<file path="src/gsig_pkg.sv">
`default_nettype none

package gsig_pkg;

   localparam int INDEX_BITS     = 24;
   localparam int MAX_GRID_DIM   = 4096;
   localparam int DIM_BITS       = 13;
   localparam int STEP_BITS      = 5;
   localparam int STRIP_BITS     = 12;
   localparam int ENTRY_BITS     = 14;
   localparam int COL_BITS       = 13;
   localparam int CSR_INDEX_BITS = 3;
   localparam int CSR_DATA_BITS  = 13;
   localparam int SW_BITS        = DIM_BITS + STEP_BITS;
   localparam int PROD_BITS      = STRIP_BITS + SW_BITS;

   localparam logic [CSR_INDEX_BITS-1:0] CSR_GRID_WIDTH  = 3'd0;
   localparam logic [CSR_INDEX_BITS-1:0] CSR_GRID_HEIGHT = 3'd1;
   localparam logic [CSR_INDEX_BITS-1:0] CSR_STEP_SIZE   = 3'd2;
   localparam logic [CSR_INDEX_BITS-1:0] CSR_FIRST_STRIP = 3'd3;
   localparam logic [CSR_INDEX_BITS-1:0] CSR_END_STRIP   = 3'd4;

   localparam logic [DIM_BITS-1:0]   RST_GRID_WIDTH  = 13'd65;
   localparam logic [DIM_BITS-1:0]   RST_GRID_HEIGHT = 13'd65;
   localparam logic [STEP_BITS-1:0]  RST_STEP_SIZE   = 5'd1;
   localparam logic [STRIP_BITS-1:0] RST_FIRST_STRIP = 12'd0;
   localparam logic [STRIP_BITS-1:0] RST_END_STRIP   = 12'd64;

   typedef enum logic [2:0] {
      SEQ_IDLE,
      SEQ_START,
      SEQ_DIVIDE,
      SEQ_MULT,
      SEQ_SUM
   } seq_state_type;

   // Geometry derived from the configuration registers.
   typedef struct packed {
      logic [ENTRY_BITS-1:0] len_m1;
      logic [STRIP_BITS-1:0] endc;
      logic [STRIP_BITS-1:0] last_row;
      logic [COL_BITS-1:0]   wm1;
      logic [STEP_BITS-1:0]  step;
      logic [COL_BITS-1:0]   tail;
      logic [STRIP_BITS-1:0] first;
   } geom_type;

endpackage

`default_nettype wire

</file>
<file path="src/gsig_req_if.sv">
`default_nettype none

interface gsig_req_if;
   logic valid;
   logic ready;
   logic restart;

   modport source (output valid, output restart, input ready);
   modport sink (input valid, input restart, output ready);
endinterface

`default_nettype wire

</file>
<file path="src/gsig_rsp_if.sv">
`default_nettype none

interface gsig_rsp_if #(
   parameter int INDEX_BITS = gsig_pkg::INDEX_BITS
);
   logic                  valid;
   logic                  ready;
   logic [INDEX_BITS-1:0] vertex_index;
   logic                  last_index;

   modport source (output valid, output vertex_index, output last_index, input ready);
   modport sink (input valid, input vertex_index, input last_index, output ready);
endinterface

`default_nettype wire

</file>
<file path="src/gsig_div.sv">
`default_nettype none

module gsig_div #(
   parameter int DIVIDEND_BITS = gsig_pkg::DIM_BITS,
   parameter int DIVISOR_BITS  = gsig_pkg::STEP_BITS
) (
   input  wire logic                     clock,
   input  wire logic                     reset,
   input  wire logic                     start,
   input  wire logic [DIVIDEND_BITS-1:0] dividend,
   input  wire logic [DIVISOR_BITS-1:0]  divisor,
   output logic                          busy,
   output logic [DIVIDEND_BITS-1:0]      quotient
);

   localparam int COUNT_BITS = $clog2(DIVIDEND_BITS + 1);

   logic [COUNT_BITS-1:0]    count_ff, count_in;
   logic [DIVIDEND_BITS-1:0] quo_ff, quo_in;
   logic [DIVISOR_BITS-1:0]  rem_ff, rem_in;
   logic [DIVISOR_BITS-1:0]  div_ff, div_in;
   logic [DIVISOR_BITS:0]    trial;
   logic                     fits;

   // Restoring division, one quotient bit per cycle.
   always_comb begin
      trial    = {rem_ff, quo_ff[DIVIDEND_BITS-1]};
      fits     = trial >= {1'b0, div_ff};
      count_in = count_ff;
      quo_in   = quo_ff;
      rem_in   = rem_ff;
      div_in   = div_ff;
      if (start) begin
         count_in = COUNT_BITS'(DIVIDEND_BITS);
         quo_in   = dividend;
         rem_in   = '0;
         div_in   = divisor;
      end else if (count_ff != '0) begin
         count_in = count_ff - 1'b1;
         quo_in   = {quo_ff[DIVIDEND_BITS-2:0], fits};
         rem_in   = fits ? DIVISOR_BITS'(trial - {1'b0, div_ff}) : trial[DIVISOR_BITS-1:0];
      end
   end

   always_ff @(posedge clock) begin
      if (reset) begin
         count_ff <= '0;
      end else begin
         count_ff <= count_in;
      end
      quo_ff <= quo_in;
      rem_ff <= rem_in;
      div_ff <= div_in;
   end

   assign busy     = count_ff != '0;
   assign quotient = quo_ff;

endmodule

`default_nettype wire

</file>
<file path="src/gsig_cfg.sv">
`default_nettype none

module gsig_cfg #(
   parameter int INDEX_BITS   = gsig_pkg::INDEX_BITS,
   parameter int MAX_GRID_DIM = gsig_pkg::MAX_GRID_DIM
) (
   input  wire logic                                 clock,
   input  wire logic                                 reset,
   input  wire logic                                 csr_write_enable,
   input  wire logic [gsig_pkg::CSR_INDEX_BITS-1:0]  csr_index,
   input  wire logic [gsig_pkg::CSR_DATA_BITS-1:0]   csr_write_data,
   input  wire logic [gsig_pkg::STRIP_BITS-1:0]      row,
   input  wire logic [gsig_pkg::ENTRY_BITS-1:0]      entry,
   output logic                                      busy,
   output gsig_pkg::geom_type                        geom,
   output logic [INDEX_BITS-1:0]                     sw,
   output logic [INDEX_BITS-1:0]                     fbase,
   output logic [INDEX_BITS-1:0]                     fbase_y,
   output logic [INDEX_BITS-1:0]                     fbase_pv,
   output logic                                      load_en,
   output logic [INDEX_BITS-1:0]                     load_x,
   output logic [INDEX_BITS-1:0]                     load_y,
   output logic [INDEX_BITS-1:0]                     load_pv,
   output logic [gsig_pkg::COL_BITS-1:0]             load_col
);

   localparam int DW = gsig_pkg::DIM_BITS;
   localparam int SB = gsig_pkg::STEP_BITS;
   localparam int RB = gsig_pkg::STRIP_BITS;
   localparam int EB = gsig_pkg::ENTRY_BITS;
   localparam int CB = gsig_pkg::COL_BITS;
   localparam int WB = gsig_pkg::SW_BITS;
   localparam int PB = gsig_pkg::PROD_BITS;

   logic [DW-1:0] width_ff, height_ff;
   logic [SB-1:0] step_ff;
   logic [RB-1:0] first_ff, end_ff;

   logic [DW-1:0] w_eff, h_eff, wm1;
   logic [SB-1:0] s_eff;

   gsig_pkg::seq_state_type seq_ff, seq_in;
   logic div_start, mult_en, sum_en;
   logic w_busy, h_busy;
   logic [DW-1:0] w_quo, h_quo;

   logic [WB-1:0] sw_ff;
   logic [PB-1:0] fbase_ff, xcur_ff;
   logic [WB-1:0] tail_ff, ks_ff;
   logic [EB-1:0] len_m1_ff;
   logic [RB-1:0] endc_ff, last_row_ff;
   logic [INDEX_BITS-1:0] fbase_y_ff, fbase_pv_ff;
   logic [DW-1:0] pair_k;

   // Configuration registers.
   always_ff @(posedge clock) begin
      if (reset) begin
         width_ff  <= gsig_pkg::RST_GRID_WIDTH;
         height_ff <= gsig_pkg::RST_GRID_HEIGHT;
         step_ff   <= gsig_pkg::RST_STEP_SIZE;
         first_ff  <= gsig_pkg::RST_FIRST_STRIP;
         end_ff    <= gsig_pkg::RST_END_STRIP;
      end else if (csr_write_enable) begin
         unique case (csr_index)
            gsig_pkg::CSR_GRID_WIDTH:  width_ff  <= csr_write_data[DW-1:0];
            gsig_pkg::CSR_GRID_HEIGHT: height_ff <= csr_write_data[DW-1:0];
            gsig_pkg::CSR_STEP_SIZE:   step_ff   <= csr_write_data[SB-1:0];
            gsig_pkg::CSR_FIRST_STRIP: first_ff  <= csr_write_data[RB-1:0];
            gsig_pkg::CSR_END_STRIP:   end_ff    <= csr_write_data[RB-1:0];
            default: begin
            end
         endcase
      end
   end

   always_comb begin
      w_eff = (32'(width_ff) > MAX_GRID_DIM) ? DW'(MAX_GRID_DIM) : width_ff;
      h_eff = (32'(height_ff) > MAX_GRID_DIM) ? DW'(MAX_GRID_DIM) : height_ff;
      s_eff = (step_ff == '0) ? SB'(1) : step_ff;
      wm1   = w_eff - 1'b1;
   end

   gsig_div #(.DIVIDEND_BITS(DW), .DIVISOR_BITS(SB)) u_div_w (
      .clock    (clock),
      .reset    (reset),
      .start    (div_start),
      .dividend (wm1),
      .divisor  (s_eff),
      .busy     (w_busy),
      .quotient (w_quo)
   );

   gsig_div #(.DIVIDEND_BITS(DW), .DIVISOR_BITS(SB)) u_div_h (
      .clock    (clock),
      .reset    (reset),
      .start    (div_start),
      .dividend (h_eff - 1'b1),
      .divisor  (s_eff),
      .busy     (h_busy),
      .quotient (h_quo)
   );

   // Sequencer that rebuilds the derived geometry after reset or a write.
   always_comb begin
      seq_in = seq_ff;
      if (csr_write_enable) begin
         seq_in = gsig_pkg::SEQ_START;
      end else begin
         unique case (seq_ff)
            gsig_pkg::SEQ_START:  seq_in = gsig_pkg::SEQ_DIVIDE;
            gsig_pkg::SEQ_DIVIDE: begin
               if (!w_busy && !h_busy) seq_in = gsig_pkg::SEQ_MULT;
            end
            gsig_pkg::SEQ_MULT:   seq_in = gsig_pkg::SEQ_SUM;
            gsig_pkg::SEQ_SUM:    seq_in = gsig_pkg::SEQ_IDLE;
            gsig_pkg::SEQ_IDLE:   seq_in = gsig_pkg::SEQ_IDLE;
            default:              seq_in = gsig_pkg::SEQ_START;
         endcase
      end
   end

   always_comb begin
      busy      = seq_ff != gsig_pkg::SEQ_IDLE;
      div_start = seq_ff == gsig_pkg::SEQ_START;
      mult_en   = seq_ff == gsig_pkg::SEQ_MULT;
      sum_en    = seq_ff == gsig_pkg::SEQ_SUM;
   end

   always_ff @(posedge clock) begin
      if (reset) begin
         seq_ff <= gsig_pkg::SEQ_START;
      end else begin
         seq_ff <= seq_in;
      end
   end

   // Pair index of the current entry; the leading entries share pair zero.
   assign pair_k = (entry < EB'(2)) ? '0 : DW'((entry - EB'(2)) >> 1);

   always_ff @(posedge clock) begin
      if (div_start) begin
         sw_ff <= WB'(s_eff) * WB'(w_eff);
      end
      if (mult_en) begin
         fbase_ff  <= PB'(first_ff) * PB'(sw_ff);
         xcur_ff   <= PB'(row) * PB'(sw_ff);
         tail_ff   <= WB'(w_quo) * WB'(s_eff);
         ks_ff     <= WB'(pair_k) * WB'(s_eff);
         len_m1_ff <= EB'({w_quo, 1'b0} + (DW + 1)'(3));
         if (w_eff == '0 || h_eff == '0) begin
            endc_ff <= '0;
         end else if (DW'(end_ff) < h_quo) begin
            endc_ff <= end_ff;
         end else begin
            endc_ff <= h_quo[RB-1:0];
         end
      end
      if (sum_en) begin
         fbase_y_ff  <= INDEX_BITS'(fbase_ff) + INDEX_BITS'(sw_ff);
         fbase_pv_ff <= INDEX_BITS'(fbase_ff) - INDEX_BITS'(sw_ff);
         last_row_ff <= endc_ff - 1'b1;
      end
   end

   always_comb begin
      load_en  = sum_en;
      load_x   = INDEX_BITS'(xcur_ff);
      load_y   = INDEX_BITS'(xcur_ff) + INDEX_BITS'(sw_ff);
      load_pv  = INDEX_BITS'(xcur_ff) - INDEX_BITS'(sw_ff);
      load_col = row[0] ? (CB'(wm1) - CB'(ks_ff)) : CB'(ks_ff);
   end

   always_comb begin
      geom.len_m1   = len_m1_ff;
      geom.endc     = endc_ff;
      geom.last_row = last_row_ff;
      geom.wm1      = CB'(wm1);
      geom.step     = s_eff;
      geom.tail     = CB'(tail_ff);
      geom.first    = first_ff;
      sw            = INDEX_BITS'(sw_ff);
      fbase         = INDEX_BITS'(fbase_ff);
      fbase_y       = fbase_y_ff;
      fbase_pv      = fbase_pv_ff;
   end

endmodule

`default_nettype wire

</file>
<file path="src/gsig_walk.sv">
`default_nettype none

module gsig_walk #(
   parameter int INDEX_BITS = gsig_pkg::INDEX_BITS
) (
   input  wire logic                             clock,
   input  wire logic                             reset,
   input  wire logic                             fire,
   input  wire logic                             restart,
   input  wire gsig_pkg::geom_type               geom,
   input  wire logic [INDEX_BITS-1:0]            sw,
   input  wire logic [INDEX_BITS-1:0]            fbase,
   input  wire logic [INDEX_BITS-1:0]            fbase_y,
   input  wire logic [INDEX_BITS-1:0]            fbase_pv,
   input  wire logic                             load_en,
   input  wire logic [INDEX_BITS-1:0]            load_x,
   input  wire logic [INDEX_BITS-1:0]            load_y,
   input  wire logic [INDEX_BITS-1:0]            load_pv,
   input  wire logic [gsig_pkg::COL_BITS-1:0]    load_col,
   output logic [gsig_pkg::STRIP_BITS-1:0]       row,
   output logic [gsig_pkg::ENTRY_BITS-1:0]       entry,
   output logic                                  push,
   output logic [INDEX_BITS-1:0]                 index,
   output logic                                  last
);

   localparam int RB = gsig_pkg::STRIP_BITS;
   localparam int EB = gsig_pkg::ENTRY_BITS;
   localparam int CB = gsig_pkg::COL_BITS;

   logic          active_ff;
   logic [RB-1:0] row_ff;
   logic [EB-1:0] entry_ff;
   logic [INDEX_BITS-1:0] x_ff, y_ff, pv_ff;
   logic [CB-1:0] col_ff;

   logic [RB:0]   row_n;
   logic [EB-1:0] entry_n, entry_inc;
   logic          new_row, step_col, go, odd_n;
   logic [INDEX_BITS-1:0] x_n, y_n, pv_n, base, offset;
   logic [CB-1:0] col_n, col_start;

   always_comb begin
      entry_inc = entry_ff + 1'b1;
      row_n     = {1'b0, row_ff};
      entry_n   = entry_ff;
      new_row   = 1'b0;
      step_col  = 1'b0;
      if (restart) begin
         row_n   = {1'b0, geom.first};
         entry_n = '0;
      end else if (entry_inc > geom.len_m1) begin
         row_n   = {1'b0, row_ff} + 1'b1;
         entry_n = '0;
         new_row = 1'b1;
      end else begin
         entry_n = entry_inc;
         // The column moves on when leaving the odd entry of a pair.
         step_col = entry_ff[0] && (entry_ff >= EB'(3));
      end

      go        = fire && (restart || active_ff) && (row_n < {1'b0, geom.endc});
      odd_n     = row_n[0];
      col_start = odd_n ? geom.wm1 : '0;

      if (restart) begin
         x_n   = fbase;
         y_n   = fbase_y;
         pv_n  = fbase_pv;
         col_n = col_start;
      end else if (new_row) begin
         x_n   = y_ff;
         y_n   = y_ff + sw;
         pv_n  = x_ff;
         col_n = col_start;
      end else begin
         x_n   = x_ff;
         y_n   = y_ff;
         pv_n  = pv_ff;
         if (step_col) begin
            col_n = odd_n ? (col_ff - CB'(geom.step)) : (col_ff + CB'(geom.step));
         end else begin
            col_n = col_ff;
         end
      end

      // Odd rows open with copies of the previous row's tail.
      if (entry_n == '0) begin
         base   = odd_n ? pv_n : x_n;
         offset = odd_n ? INDEX_BITS'(geom.tail) : '0;
      end else if (entry_n == EB'(1)) begin
         base   = odd_n ? x_n : y_n;
         offset = odd_n ? INDEX_BITS'(geom.tail) : '0;
      end else begin
         base   = (entry_n[0] ^ odd_n) ? x_n : y_n;
         offset = INDEX_BITS'(col_n);
      end

      push  = go;
      index = base + offset;
      last  = (row_n == {1'b0, geom.last_row}) && (entry_n == geom.len_m1);
   end

   always_ff @(posedge clock) begin
      if (reset) begin
         active_ff <= 1'b0;
         row_ff    <= '0;
         entry_ff  <= '0;
      end else begin
         if (fire && (restart || active_ff)) begin
            active_ff <= go;
         end
         if (go) begin
            row_ff   <= row_n[RB-1:0];
            entry_ff <= entry_n;
         end
      end
      if (load_en) begin
         x_ff   <= load_x;
         y_ff   <= load_y;
         pv_ff  <= load_pv;
         col_ff <= load_col;
      end else if (go) begin
         x_ff   <= x_n;
         y_ff   <= y_n;
         pv_ff  <= pv_n;
         col_ff <= col_n;
      end
   end

   assign row   = row_ff;
   assign entry = entry_ff;

endmodule

`default_nettype wire

</file>
<file path="src/gsig_skid.sv">
`default_nettype none

module gsig_skid #(
   parameter int WIDTH = gsig_pkg::INDEX_BITS + 1
) (
   input  wire logic             clock,
   input  wire logic             reset,
   input  wire logic             in_valid,
   output logic                  in_ready,
   input  wire logic [WIDTH-1:0] in_data,
   output logic                  out_valid,
   input  wire logic             out_ready,
   output logic [WIDTH-1:0]      out_data
);

   logic             main_valid_ff, skid_valid_ff;
   logic [WIDTH-1:0] main_data_ff, skid_data_ff;
   logic             pop;

   assign pop = main_valid_ff && out_ready;

   always_ff @(posedge clock) begin
      if (reset) begin
         main_valid_ff <= 1'b0;
         skid_valid_ff <= 1'b0;
      end else if (skid_valid_ff) begin
         if (pop) begin
            main_valid_ff <= 1'b1;
            skid_valid_ff <= 1'b0;
         end
      end else if (!main_valid_ff || pop) begin
         main_valid_ff <= in_valid;
      end else if (in_valid) begin
         skid_valid_ff <= 1'b1;
      end
   end

   always_ff @(posedge clock) begin
      if (skid_valid_ff) begin
         if (pop) main_data_ff <= skid_data_ff;
      end else if (!main_valid_ff || pop) begin
         if (in_valid) main_data_ff <= in_data;
      end else if (in_valid) begin
         skid_data_ff <= in_data;
      end
   end

   assign in_ready  = !skid_valid_ff;
   assign out_valid = main_valid_ff;
   assign out_data  = main_data_ff;

endmodule

`default_nettype wire

</file>
<file path="src/grid_strip_index_generator.sv">
// Serpentine triangle-strip index generator over a vertex grid.
//
// The req channel carries one restart bit per word. A word with restart set
// starts the list at the first strip row; a word with it clear advances one
// index. Each accepted word gives at most one rsp word: the vertex index and
// a flag on the final index of the window. Advances while idle, past the end
// of the list, or a restart on an empty window give no rsp word.
// Configuration registers are written through the csr port at any time the
// block has no work in flight; each write, and reset, starts a rebuild of
// the derived geometry that keeps req ready low (a setup state, a 13-step
// shift-subtract division, a product stage and a sum stage). After that, one
// word is accepted every cycle while the skid register is empty. The rsp word
// is registered and, with no stall, shows on rsp the cycle after its req word
// is accepted. When the receiver stalls, one more word is held in a skid
// register, and req ready drops only once both output registers are full.
// Reset is synchronous and active high; it loads the register defaults and
// leaves the generator idle until a restart.
`default_nettype none

module grid_strip_index_generator #(
   parameter int INDEX_BITS   = gsig_pkg::INDEX_BITS,
   parameter int MAX_GRID_DIM = gsig_pkg::MAX_GRID_DIM
) (
   input  wire logic                                 clock,
   input  wire logic                                 reset,
   gsig_req_if.sink                                  req_if,
   gsig_rsp_if.source                                rsp_if,
   input  wire logic                                 csr_write_enable,
   input  wire logic [gsig_pkg::CSR_INDEX_BITS-1:0]  csr_index,
   input  wire logic [gsig_pkg::CSR_DATA_BITS-1:0]   csr_write_data
);

   gsig_pkg::geom_type                   geom;
   logic                                 cfg_busy;
   logic [INDEX_BITS-1:0]                sw, fbase, fbase_y, fbase_pv;
   logic                                 load_en;
   logic [INDEX_BITS-1:0]                load_x, load_y, load_pv;
   logic [gsig_pkg::COL_BITS-1:0]        load_col;
   logic [gsig_pkg::STRIP_BITS-1:0]      row;
   logic [gsig_pkg::ENTRY_BITS-1:0]      entry;
   logic                                 walk_push, walk_last;
   logic [INDEX_BITS-1:0]                walk_index;
   logic                                 skid_ready, req_fire;
   logic [INDEX_BITS:0]                  rsp_data;

   assign req_if.ready = !cfg_busy && skid_ready;
   assign req_fire     = req_if.valid && req_if.ready;

   gsig_cfg #(.INDEX_BITS(INDEX_BITS), .MAX_GRID_DIM(MAX_GRID_DIM)) u_cfg (
      .clock            (clock),
      .reset            (reset),
      .csr_write_enable (csr_write_enable),
      .csr_index        (csr_index),
      .csr_write_data   (csr_write_data),
      .row              (row),
      .entry            (entry),
      .busy             (cfg_busy),
      .geom             (geom),
      .sw               (sw),
      .fbase            (fbase),
      .fbase_y          (fbase_y),
      .fbase_pv         (fbase_pv),
      .load_en          (load_en),
      .load_x           (load_x),
      .load_y           (load_y),
      .load_pv          (load_pv),
      .load_col         (load_col)
   );

   gsig_walk #(.INDEX_BITS(INDEX_BITS)) u_walk (
      .clock    (clock),
      .reset    (reset),
      .fire     (req_fire),
      .restart  (req_if.restart),
      .geom     (geom),
      .sw       (sw),
      .fbase    (fbase),
      .fbase_y  (fbase_y),
      .fbase_pv (fbase_pv),
      .load_en  (load_en),
      .load_x   (load_x),
      .load_y   (load_y),
      .load_pv  (load_pv),
      .load_col (load_col),
      .row      (row),
      .entry    (entry),
      .push     (walk_push),
      .index    (walk_index),
      .last     (walk_last)
   );

   gsig_skid #(.WIDTH(INDEX_BITS + 1)) u_skid (
      .clock     (clock),
      .reset     (reset),
      .in_valid  (walk_push),
      .in_ready  (skid_ready),
      .in_data   ({walk_last, walk_index}),
      .out_valid (rsp_if.valid),
      .out_ready (rsp_if.ready),
      .out_data  (rsp_data)
   );

   assign rsp_if.vertex_index = rsp_data[INDEX_BITS-1:0];
   assign rsp_if.last_index   = rsp_data[INDEX_BITS];

   // A register write must hold off new words while the geometry is rebuilt.
   a_csr_blocks_req: assert property (@(posedge clock) disable iff (reset)
      csr_write_enable |=> !req_if.ready)
      else $error("req ready high right after a register write");

   // Results come only from accepted words.
   a_push_from_req: assert property (@(posedge clock) disable iff (reset)
      walk_push |-> req_fire)
      else $error("result produced without an accepted req word");

   // The output registers always have room for a new result.
   a_push_room: assert property (@(posedge clock) disable iff (reset)
      walk_push |-> skid_ready)
      else $error("result pushed into full output registers");

endmodule

`default_nettype wire

</file>
<file path="src/flat_wrapper.sv">
// flat-port wrapper written by rule: the top's interface ports become plain ports
module grid_strip_index_generator_flat 
#(
   parameter int INDEX_BITS   = gsig_pkg::INDEX_BITS,
   parameter int MAX_GRID_DIM = gsig_pkg::MAX_GRID_DIM
)
  (clock, reset, csr_write_enable, csr_index, csr_write_data, req_if_valid, req_if_restart, req_if_ready, rsp_if_valid, rsp_if_vertex_index, rsp_if_last_index, rsp_if_ready);
  gsig_req_if req_if_i ();
  gsig_rsp_if #(.INDEX_BITS(INDEX_BITS)) rsp_if_i ();
  input  wire logic clock;
  input  wire logic reset;
  input  wire logic csr_write_enable;
  input  wire logic [gsig_pkg::CSR_INDEX_BITS-1:0] csr_index;
  input  wire logic [gsig_pkg::CSR_DATA_BITS-1:0] csr_write_data;
  input wire logic [$bits(req_if_i.valid)-1:0] req_if_valid;
  input wire logic [$bits(req_if_i.restart)-1:0] req_if_restart;
  output wire logic [$bits(req_if_i.ready)-1:0] req_if_ready;
  output wire logic [$bits(rsp_if_i.valid)-1:0] rsp_if_valid;
  output wire logic [$bits(rsp_if_i.vertex_index)-1:0] rsp_if_vertex_index;
  output wire logic [$bits(rsp_if_i.last_index)-1:0] rsp_if_last_index;
  input wire logic [$bits(rsp_if_i.ready)-1:0] rsp_if_ready;
  assign req_if_i.valid = req_if_valid;
  assign req_if_i.restart = req_if_restart;
  assign req_if_ready = req_if_i.ready;
  assign rsp_if_valid = rsp_if_i.valid;
  assign rsp_if_vertex_index = rsp_if_i.vertex_index;
  assign rsp_if_last_index = rsp_if_i.last_index;
  assign rsp_if_i.ready = rsp_if_ready;
  grid_strip_index_generator #(.INDEX_BITS(INDEX_BITS), .MAX_GRID_DIM(MAX_GRID_DIM)) u_core (.clock(clock), .reset(reset), .req_if(req_if_i), .rsp_if(rsp_if_i), .csr_write_enable(csr_write_enable), .csr_index(csr_index), .csr_write_data(csr_write_data));
endmodule
</file>
<file path="config.mk">
export PLATFORM = sky130hd
export DESIGN_NAME = grid_strip_index_generator_flat
export DESIGN_NICKNAME = d
export VERILOG_FILES = /design/src/gsig_pkg.sv /design/src/gsig_req_if.sv /design/src/gsig_rsp_if.sv /design/src/gsig_div.sv /design/src/gsig_cfg.sv /design/src/gsig_walk.sv /design/src/gsig_skid.sv /design/src/grid_strip_index_generator.sv /design/src/flat_wrapper.sv
export SDC_FILE = /design/constraint.sdc
export NUM_CORES = 2
export LEC_CHECK = 0
export BUFFER_PORTS_ARGS = -buffer_cell sky130_fd_sc_hd__buf_2
export CAP_MARGIN = 20
export CORE_MARGIN = 8
export CORE_UTILIZATION = 61
export CTS_BUF_LIST = sky130_fd_sc_hd__clkbuf_2 sky130_fd_sc_hd__clkbuf_4 sky130_fd_sc_hd__clkbuf_8
export CTS_CLUSTER_SIZE = 40
export DETAILED_ROUTE_END_ITERATION = 12
export GPL_ROUTABILITY_DRIVEN = 0
export PLACE_DENSITY = 0.8
export SYNTH_ARGS = -nofsm -noshare
export SYNTH_HDL_FRONTEND = slang
export SYNTH_SLANG_ARGS = --single-unit
</file>
<file path="constraint.sdc">
create_clock -name clock -period 6.6 [get_ports clock]
set_input_delay 0.66 -clock clock [delete_from_list [all_inputs] [get_ports clock]]
set_output_delay 0.66 -clock clock [all_outputs]
set_load 0.05 [all_outputs]
</file>
* After elaboration in Yosys (flattened, before gate mapping) *
Cells that the tools add are included.

operators by class
  $add $sub $neg = 20
  multiply operators = 5
  div/mod/pow operators = 0
  $lt $le $gt $ge = 9
  equal/unequal tests = 13
  shift operators = 0
  mux-type cells = 64
  bitwise gates (word level) = 3
  reduce and logical (&&, ||, !) cells = 41

operator list
  kind                   number
  $mux 24                17
  $mux 13                20
  $mux 25                4
  $add 24x18->24         3
  $mul 12x18->24         2
  $sub 24x18->24         2
  $mux 14                2
  $gt 13x13->1 const B   2
  $logic_not 13->1       2
  $mul 13x5->13          2
  $sub 13x1->13 const B  2
  $add 24x24->24         1
  $mul 5x13->18          1
  $mux 4                 4
  $mux 5                 3
  $add 14x1->14 const B  1
  $add 14x2->14 const B  1
  $eq 14x1->1 const B    1
  $eq 14x14->1           1
  $ge 14x2->1 const B    1
  $gt 14x14->1           1
  $logic_not 14->1       1
  $lt 14x2->1 const B    1
  $sub 14x2->14 const B  1
  33 further kinds       79

storage, ports and cells
  bits in registers = 449
  latch bits = 0
  bits in writable memories = 0
  bits in read-only memories = 0
  input bits = 22
  output and inout bits = 27
  memories kept = 0

* Depth between registers and ports, before layout *
  depth after elaboration = 14
  gate-level depth with buffers = 40

* By module *
A second synthesis with hierarchy kept.

unflattened totals
  cell total of the unflattened synthesis = 5,218
  area, all modules = 46,859.9 µm²

modules (own cells, without submodules)
  module                      times used  cells each  area an instance (µm²)  seq. area each (µm²)
  gsig_cfg                    1           3,421       30,310.3                6,446.2
  gsig_walk                   1           1,480       11,916.4                3,093.0
  gsig_div                    2           112         1,346.3                 720.7
  gsig_skid                   1           91          1,925.6                 1,541.5
  grid_strip_index_generator  1           2           15.0                    0.0

* Worst setup path after synthesis *
No wires, ideal clock.

  path type = register -> register
  start = register u_core.u_walk.entry_ff[1] (netlist: u_core.u_walk.entry[1])
  end = register u_core.u_walk.col_ff[0] (enable)
  library setup time = 1,042 ps
  arrival = 6,239 ps
  required time = 5,558 ps
  slack = -680 ps
  stages on the path, launching flop included = 24
  clock period less this slack = 7,280 ps
  cells stage by stage = dfxtp_1 ha_1 buf_2 nand4_1 nor3_1 xnor2_1 inv_1 ha_1 and3_1 nand4_1 a2bb2oi_1 o21ai_2 buf_6 buf_6 nor2_1 nand2_1 or3_1 xor2_1 o21ai_0 ha_1 nand4_1 o21ai_0 clkbuf_1 nand3_1

on the way
  longest elaborated chain between the ends = 7

RTL lines
  what                         line              text
  start, declared              gsig_walk.sv:33   logic [EB-1:0] entry_ff;
  start signal, assigned       gsig_walk.sv:115  entry_ff <= entry_n;
  $add 14x1->14                gsig_walk.sv:44   entry_inc = entry_ff + 1'b1;
  $gt 14x14->1                 gsig_walk.sv:52   end else if (entry_inc > geom.len_m1) begin
  $mux 13                      gsig_walk.sv:52
  $mux 13                      gsig_walk.sv:49   if (restart) begin
  net u_core.u_walk.row_n[11]  gsig_walk.sv:37   logic [RB:0] row_n;
  $lt 13x12->1                 gsig_walk.sv:62   go = fire && (restart || active_ff) && (row_n < {1'b0, geom.endc});
  $logic_and 1x1->1            gsig_walk.sv:62
  $reduce_bool 2->1 (no line)  n/a
  end signal, assigned         gsig_walk.sv:122  col_ff <= load_col;
  end signal, assigned         gsig_walk.sv:127  col_ff <= col_n;
  end, declared                gsig_walk.sv:35   logic [CB-1:0] col_ff;

The timed path passes the listed nets, and every way through them passes these cells.
A chain may end at the register's enable or synchronous reset.

* Final worst setup path *
  start = register u_core.u_walk.entry_ff[0] (netlist: u_core.u_walk.entry[0])
  end = register u_core.u_skid.main_data_ff[20] (netlist: u_core.u_skid.out_data[20]) (data pin)

on the way
  longest elaborated chain between the ends = 14
  elaborated cells between the ends (all ways) = 38

RTL lines
  what                           line              text
  $add 14x1->14                  gsig_walk.sv:44
  $gt 14x14->1                   gsig_walk.sv:52
  $mux 13                        gsig_walk.sv:52
  $mux 13                        gsig_walk.sv:49
  $mux 13                        gsig_walk.sv:81   col_n = odd_n ? (col_ff - CB'(geom.step)) : (col_ff + CB'(geom.step));
  $mux 13                        gsig_walk.sv:80   if (step_col) begin
  $mux 13                        gsig_walk.sv:71   end else if (new_row) begin
  $mux 13                        gsig_walk.sv:66   if (restart) begin
  $mux 13                        gsig_walk.sv:91   end else if (entry_n == EB'(1)) begin
  $mux 13                        gsig_walk.sv:88   if (entry_n == '0) begin
  $add 24x24->24 *               gsig_walk.sv:100  index = base + offset;
  net u_core.u_skid.in_data[20]  gsig_skid.sv:10   input wire logic [WIDTH-1:0] in_data,
  $mux 25 *                      gsig_skid.sv:42   if (in_valid) main_data_ff <= in_data;
  $mux 25 *                      gsig_skid.sv:41   end else if (!main_valid_ff || pop) begin
  $mux 25 *                      gsig_skid.sv:39   if (skid_valid_ff) begin
  end signal, assigned           gsig_skid.sv:40   if (pop) main_data_ff <= skid_data_ff;
  end signal, assigned           gsig_skid.sv:42
  end, declared                  gsig_skid.sv:17   logic [WIDTH-1:0] main_data_ff, skid_data_ff;

Mark *: on every way through the listed nets, which the timed path passes. The rest lies on a longest branch. The select of a mux whose other input is x is not followed.

==> results by group <==
Logic synthesis
  • Yosys cell types: 100
  • Synth area leaders: edfxtp_1 23%, fa_1 17%, ha_1 9.2%
  • Yosys reg bits: 447
  • Synth Cell Area: 45100 um^2
  • Cells after Synth: 5082
  • Main flop type after synthesis: edfxtp_1
  • Sequential fraction of the synthesis area: 0.275
  • EDFF count, synth: 342
  • Post-synth net total: 5823
  • Area share of the largest cell type after synthesis: 0.228
  • Cell accounting for the most synthesized area: edfxtp_1
  • Avg Cell Area, Syn: 8.87 um^2
  • Ys async rst share: 0
  • Yosys warning total: 0

Placed design
  • Detail Placement HPWL: 95300 um
  • DP Worst Slack: -0.328 ns
  • Input/output buffers: 48

Clock tree
  • Total CTS buffers: 80
  • Clk buf depth: 3
  • CTS tree: yes
  • Hold_buf cts: 0
  • Reg clk slew, reported paths: 0.07 ns
  • H-tree levels: 3
  • CTS Sinks: 447
  • CTS root buf: clkbuf_8
  • Worst-skew pair later-pin latency: 0.70 ns

Drt
  • Length of the first detailed-routing pass in iterations: 7
  • Vias per cell: 6.09
  • Number of nets with antenna violations after routing: 0
  • Number of remaining DRC errors: 0
  • DRT iter0 DRCs: 3887
  • Wire per inst: 20.5 um
  • Via count: 38100
  • Routed WL: 128000 um

Timing
  • RSZ-0062 raised after global routing: true
  • Fin. max-slew vios: 0
  • Final Hold Viols: 0
  • FMAX: 143 MHz
  • Slew margin rel.: 0.259
  • Setup ws final: -0.405 ns
  • Final min period: 7.00 ns
  • Final setup violation count: 18
  • Final Cycle Share: 1.06
  • Actual slew at the worst max-slew pin: 1.11 ns
  • Final Skew: 0.0556 ns

Layout
  • Final Util: 0.681
  • Final Net Count: 5967
  • Commonest cells after routing, fill and taps aside: 842 x nand2_1, 588 x inv_1, 388 x fa_1
  • Commonest non-fill, non-tap cell in the layout: nand2_1
  • Layout cells sized above 1: 0.116
  • Syn-to-layout area delta: 10.5%
  • Fill cells: 5509

Floorplan
  • Ports: 49
  • Std-Cell Rows: 99
  • Total core area: 73100 um^2
  • Starting Density: 0.617
  • Die H: 288 um
  • Width of the die: 288 um
  • DIE AREA: 82800 um^2

Outcome
  • Failing checks: setup timing
  • Status: finished with violations

Setup path
  • Crit start category: flop
  • Reg2Reg Setup Slack: -0.40 ns
  • Arrival @ worst endpoint: 7.43 ns
  • Max FO, Critical Path: 33
  • Setup CP Type: flop to flop
  • CP required: 7.03 ns
  • Crit path largest cell delay: 0.44 ns
  • RR Endpoint: u_core.u_skid.out_data[20]$_DFFE_PP_
  • Critical Path End Type: flop
  • R2R depth: 30
  • Worst path slowest cell: buf_4
  • Reg-to-Reg Start: u_core.u_walk.entry[0]$_SDFFE_PP0P_

Worst hold path
  • Hold depth: 2
  • Hold Startpoint: reset
  • Hold Path Class: primary input to flop
  • Min-Delay Endpoint: u_core.u_cfg.u_div_h.count_ff[2]$_SDFFE_PP0P_

Power
  • Pwr dens: 167 nW/um^2
  • Static leakage power: 0.0217 uW
  • Max IR drop VDD: 0.000143 V

GRT
  • Largest net degree at the start of global routing: 90
  • Grt ovf: 0
  • Number of global-route vias before repair: 38100
  • First-pass GRT wire length: 203000 um
  • Initial antenna violation count: 9
  • All-Layer GR Usage: 0.307

Job
  • Max capacitance violation total: 0
-- through the flow --
step                      TNS [ns]  hold slack (ns)  instances  area [um^2]  total power [uW]
after floorplan                  0            0.444       5082        45200              4810
after detailed placement     -2.04            0.474       6038        47300              5410
after global routing         -7.32            0.173       6252        49800              8610
after CTS                  -0.0122            0.149       6228        49400              8210
after global placement      -0.240            0.461       6038        47300              5350
final                        -3.44            0.188       6254        49800              8300
-- critical path: cells and delay by family, from the launching register on --
kind,cells,cell delay (ns)
compound gates,14,2.71
fa+ha+maj,3,0.86
flops,1,0.37
mux,1,0.29
simple gates,6,1.20
buf+inv,4,0.93
xor+xnor,2,0.35
-- how the worst max path moves through the flow --
| stage | start | endpoint | cells past startpoint |
|---|---|---|---|
| global route | u_core.u_walk.entry[0]$_SDFFE_PP0P_ | u_core.u_skid.out_data[20]$_DFFE_PP_ | 34 |
| detailed placement | u_core.u_walk.entry[1]$_SDFFE_PP0P_ | u_core.u_skid.out_data[22]$_DFFE_PP_ | 33 |
| floorplan | u_core.u_walk.entry[1]$_SDFFE_PP0P_ | u_core.u_skid.out_data[22]$_DFFE_PP_ | 38 |
| finish | u_core.u_walk.entry[0]$_SDFFE_PP0P_ | u_core.u_skid.out_data[20]$_DFFE_PP_ | 30 |
| global placement | u_core.u_walk.entry[1]$_SDFFE_PP0P_ | u_core.u_skid.out_data[22]$_DFFE_PP_ | 33 |
| CTS | u_core.u_walk.entry[0]$_SDFFE_PP0P_ | u_core.u_skid.out_data[22]$_DFFE_PP_ | 34 |
-- timing repair --
item | 4_1_cts | 5_1_grt
endpoints found under the setup margin | 11 | 186
resized for setup | 35 | 42
endpoints found under the hold margin | 0 | 0
buffers inserted | 43 | 22
pin swaps | 45 | 31
-- final cells by class --
class / instances / area (um^2) / area share
Sequential cell: 447 / 12400 / 0.249
Clock inverter: 35 / 289 / 0.00580
Antenna cell: 3 / 7.51 / 0.000151
Inverter: 597 / 2250 / 0.0451
Timing Repair Buffer: 323 / 2420 / 0.0487
Tap cell: 959 / 1200 / 0.0241
Clock buffer: 113 / 1390 / 0.0278
Multi-Input combinational cell: 3777 / 29900 / 0.600
-- per-layer routing --
metal  up-vias  GRT usage  share of wire
li1      17200          -              -
met1     18300      0.398           0.39
met2      2144      0.495           0.46
met3       445     0.0656           0.11
met4         6      0.135          0.047
met5         -          0        0.00027
-- where the power goes --
| part | leakage, uW | switching (uW) | internal [uW] |
|---|---|---|---|
| Clock | 0.000883 | 1280 | 1520 |
| Sequential | 0.00409 | 216 | 3250 |
| Combinational | 0.0167 | 1240 | 789 |
-- registers in the layout, summed over array words and instances (netlist names), 14 cells and up --
| register | flops |
|---|---|
| u_core.u_cfg.sw_ff | 18 |
| u_core.u_walk.x_ff | 24 |
| u_core.u_walk.pv_ff | 24 |
| u_core.u_walk.y_ff | 24 |
| u_core.u_skid.skid_data_ff | 25 |
| u_core.u_cfg.fbase_pv | 23 |
| u_core.u_cfg.fbase_ff | 24 |
| u_core.u_walk.entry | 14 |
| u_core.u_cfg.fbase_y | 24 |
| u_core.u_skid.out_data | 25 |
| u_core.u_cfg.xcur_ff | 24 |
-- kinds of logic (layout without fill, tap and decap cells) --
family,Yosys count,in the layout,share of synthesized area
DFF,447,447,0.275
muxes,127,127,0.0296
buffers and inverters,858,1068,0.0735
other,0,3,0
AOI/OAI and AO/OA,854,854,0.119
and+or+nand+nor,1776,1776,0.181
adders and majority gates,719,719,0.264
xor gates and xnor gates,301,301,0.0587
-- Yosys cell counts (12+ instances only) --
| cell | n |
|---|---|
| a211oi_1 | 35 |
| a21boi_0 | 12 |
| a21o_1 | 41 |
| a21oi_1 | 279 |
| a31oi_1 | 43 |
| and2_1 | 196 |
| and3_1 | 54 |
| buf_1 | 37 |
| buf_2 | 12 |
| clkbuf_1 | 200 |
| dfxtp_1 | 105 |
| edfxtp_1 | 342 |
| fa_1 | 389 |
| ha_1 | 330 |
| inv_1 | 592 |
| mux2_2 | 31 |
| mux2i_1 | 91 |
| nand2_1 | 845 |
| nand2b_1 | 23 |
| nand3_1 | 81 |
| nand4_1 | 22 |
| nor2_1 | 299 |
| nor2b_1 | 41 |
| nor3_1 | 101 |
| nor4_1 | 20 |
| o211ai_1 | 26 |
| o21a_1 | 19 |
| o21ai_0 | 226 |
| o21bai_1 | 39 |
| o31ai_1 | 18 |
| or3_1 | 35 |
| xnor2_1 | 217 |
| xor2_1 | 83 |
No activity file was read; power rests on OpenSTA's default activity.
